### src/sv/kyg_ram.sv
// Generic single-write, single-read synchronous RAM with registered read data.
module kyg_ram #(
  parameter int WIDTH = 64,
  parameter int DEPTH = 64
) (
  input  logic                     clk,
  input  logic                     we,
  input  logic [$clog2(DEPTH)-1:0] waddr,
  input  logic [WIDTH-1:0]         wdata,
  input  logic                     re,
  input  logic [$clog2(DEPTH)-1:0] raddr,
  output logic [WIDTH-1:0]         rdata
);

  logic [WIDTH-1:0] mem [DEPTH];

  // Write port and registered read port.
  always_ff @(posedge clk) begin
    if (we) begin
      mem[waddr] <= wdata;
    end
    if (re) begin
      rdata <= mem[raddr];
    end
  end

endmodule

### config.mk
export PLATFORM = sky130hd
export DESIGN_NAME = kyg_ram
export DESIGN_NICKNAME = d
export VERILOG_FILES = /design/src/sv/kyg_ram.sv
export SDC_FILE = /design/constraint.sdc
export NUM_CORES = 2
export LEC_CHECK = 0
export BUFFER_PORTS_ARGS = -buffer_cell sky130_fd_sc_hd__buf_4
export CAP_MARGIN = 20
export CORE_ASPECT_RATIO = 2
export CORE_MARGIN = 1
export CORE_UTILIZATION = 56
export DETAILED_ROUTE_END_ITERATION = 7
export PLACE_DENSITY = 0.72
export SLEW_MARGIN = 20
export SYNTH_ARGS = -nofsm -noshare
export SYNTH_HDL_FRONTEND = slang
export SYNTH_SLANG_ARGS = --single-unit
### constraint.sdc
create_clock -name clk -period 10.65 [get_ports clk]
set_input_delay 0 -clock clk [delete_from_list [all_inputs] [get_ports clk]]
set_output_delay 0 -clock clk [all_outputs]
set_load 0.02 [all_outputs]
==> results.json <==
{
  "status": "completed",
  "synth_seq_area_share_pct": 79.6,
  "p_switching_mw": 6.84,
  "wl_um": 448000,
  "filler_cell_count": 17800,
  "ys_seq_elements": 4160,
  "routedWlPerCell_um": 40.8,
  "drive_gt1_share_pct": 27.1,
  "rrSetupSlack_ns": 8.29,
  "setup_tns_ns": 0,
  "synth.distinct_cells": 32,
  "vias": 77600,
  "cts_buffers": 337,
  "antenna_found_initial": 25,
  "clock_power_share_pct": 39.3,
  "cts_max_level": 5,
  "holdPathStages": 4,
  "syn_nets": 6677,
  "crit_type": "in2reg",
  "grt_pass1_vias": 78300,
  "async_flop_share_pct": 0,
  "worstHoldPathType": "in2reg",
  "synth_most_common_cell": "edfxtp_1",
  "worstHoldEndpoint": "rdata[62]",
  "synth-main-ff-cell": "edfxtp_1",
  "firstDrtPassIters": 8,
  "period_needed_ns": 3.72,
  "r2r_cells": 5,
  "ioPinCount": 143,
  "worst_ep_required_time_ns": 11.16,
  "cts.sinks": 4160,
  "vdd_drop_max_mv": 0.126,
  "cp.arrival_ns": 4.23,
  "nNetsFinal": 7061,
  "power_frac_seq_pct": 55.9,
  "avgSynthCellArea_um2": 23.8,
  "setup_viol": 0,
  "clk-insertion-delay-late_ns": 0.94,
  "grt-ovfl-total": 0,
  "switching_share_pct": 21.0,
  "ys_top_cells_by_area": "edfxtp_1 80%, mux4_2 15%, mux2i_1 0.86%",
  "worstHoldStart": "raddr[5]",
  "synth_commonest_cells": "4160 x edfxtp_1, 1024 x mux4_2, 170 x buf_2",
  "cap_violations": 0,
  "die_area_um2": 283000,
  "syn2layout_area_growth_pct": 11.6,
  "grt_pass1_wl_um": 616000,
  "cts.path.max_buffers": 4,
  "synthCells": 6598,
  "slew_violations": 0,
  "synth_top_area_cell": "edfxtp_1",
  "vias_per_cell": 7.06,
  "gr-usage-all-layers_pct": 31.9,
  "grt_max_degree": 133,
  "drt_iter0_drc": 11000,
  "endpoint_kind": "flop",
  "ant_nets": 0,
  "die_h_um": 751,
  "slew_headroom_pct": 19.7,
  "routabilityCongestion": 0.807,
  "syn-cell-area_um2": 157000,
  "fp-row-count": 274,
  "finalHoldViolations": 0,
  "intPower_mw": 25.8,
  "period_share_pct": 34.9,
  "power_leakage_nw": 54.2,
  "numPortBuffers": 142,
  "r2r_start": "mem[47][13]",
  "die_w_um": 376,
  "timing.rr.end": "rdata[13]",
  "path_clk_slew_ns": 0.07,
  "critical_path.max_fanout": 36,
  "startpoint": "waddr[1]",
  "finalPower_mw": 32.6,
  "startpoint_type": "primary input",
  "max_freq_mhz": 269,
  "coreArea_um2": 279000,
  "synth_edf_count": 4160,
  "yosys_warnings": 0,
  "worst_slew_pin_slew_ns": 1.20,
  "p_per_area_nw_per_um2": 186,
  "clock_skew_ns": 0.0517,
  "rsz0062_at_grt": "false",
  "drc": 0,
  "combPwrFrac_pct": 4.9,
  "initial_core_util_pct": 56.3,
  "cts_tree": "yes",
  "synth_top_cell_area_share_pct": 79.6,
  "dp_hpwl_um": 240000,
  "cts_root_buffer": "clkbuf_16"
}
what timing repair did:
item | 4_1_cts | 5_1_grt
hold buffers | 70 | 0
hold endpoints to repair | 4175 | 0
gates resized for setup | 0 | 0
buffers inserted | 0 | 0
state kept, by name (all words and copies together) (netlist names):
register and flops:
mem 4096, rdata 64
cells in the final DEF (no fill, tap or decap), types with 29 or more instances in the layout:
master	Yosys	routed
clkbuf_16	0	344
nand2_1	58	54
mux2i_1	135	135
mux4_2	1024	1024
clkinv_2	0	59
bufinv_16	0	44
o221ai_1	38	38
nand3_1	45	45
nor2_4	0	65
and3_1	64	64
nor2_1	112	47
a22o_1	88	88
or3_1	29	29
a211oi_1	63	63
edfxtp_1	4160	4160
clkbuf_1	140	62
a22oi_1	168	168
buf_4	34	325
clkinv_1	0	58
o22ai_1	83	83
dlygate4sd3_1	0	70
through the flow:
stage	area, um^2	setup slack (ns)	hold slack, ns	std cells	util [%]
2_1_floorplan	157000	5.21	0.0989	6598	-
3_3_place_gp	163000	6.56	0.449	10300	58.5
3_5_place_dp	163000	6.58	0.444	10300	58.6
4_1_cts	175000	7.15	0.00150	11000	62.8
5_1_grt	175000	7.04	0.0690	11000	62.8
6_report	175000	6.93	0.0364	11000	62.8
cell type report:
cell class              count  area [um^2]  area share [%]
clock inverters           204         2290            1.31
diodes                     15         37.5          0.0214
well taps                3726         4660            2.66
multi-input cells        2049        30800            17.6
inverters                  19         71.3          0.0407
repair buffers            415         3540            2.02
flip-flops and latches   4160       125000            71.3
clock buffers             406         8840            5.05
layer usage:
layer	vias up	share of wire [%]	GRT usage, %
met2	5386	52	55.5
met1	41600	31	38.0
met4	10	6.7	17.9
met5	-	0.012	0
li1	29200	-	-
met3	1388	9.8	5.13
power groups by stage:
stage / registers, mW / clock network, mW / logic (mW)
final: 18.2 / 12.8 / 1.59
after global routing: 18.2 / 13.4 / 1.65
after CTS: 18.2 / 12.9 / 1.59
after detailed placement: 18.6 / 0 / 1.56
after global placement: 18.6 / 0 / 1.52
after floorplan: 18.6 / 0 / 0.845
worst max-delay path, cell delays in order:
cell,delay (ns)
dlygate4sd3_1,0.58
buf_4,0.20
nand4_1,0.77
nor2_4,1.01
buf_4,0.55
buf_4,0.89
kinds of logic (layout without fill, tap and decap cells):
logic type / Yosys count / after routing / synth area share [%]
AOI/OAI and AO/OA: 504 / 504 / 2.47
buffers and inverters: 389 / 1044 / 1.18
DFF: 4160 / 4160 / 79.6
muxes: 1159 / 1159 / 15.6
other: 0 / 15 / 0
and+or+nand+nor: 386 / 386 / 1.23
worst max-delay path by stage:
stage,end,slack (ns)
3_3_place_gp,rdata[17],6.56
6_report,mem[23][25],6.93
2_1_floorplan,mem[48][0],5.21
4_1_cts,mem[23][25],7.15
3_5_place_dp,rdata[17],6.58
5_1_grt,mem[23][24],7.04
Note: power is estimated with default switching activity, not from simulation.
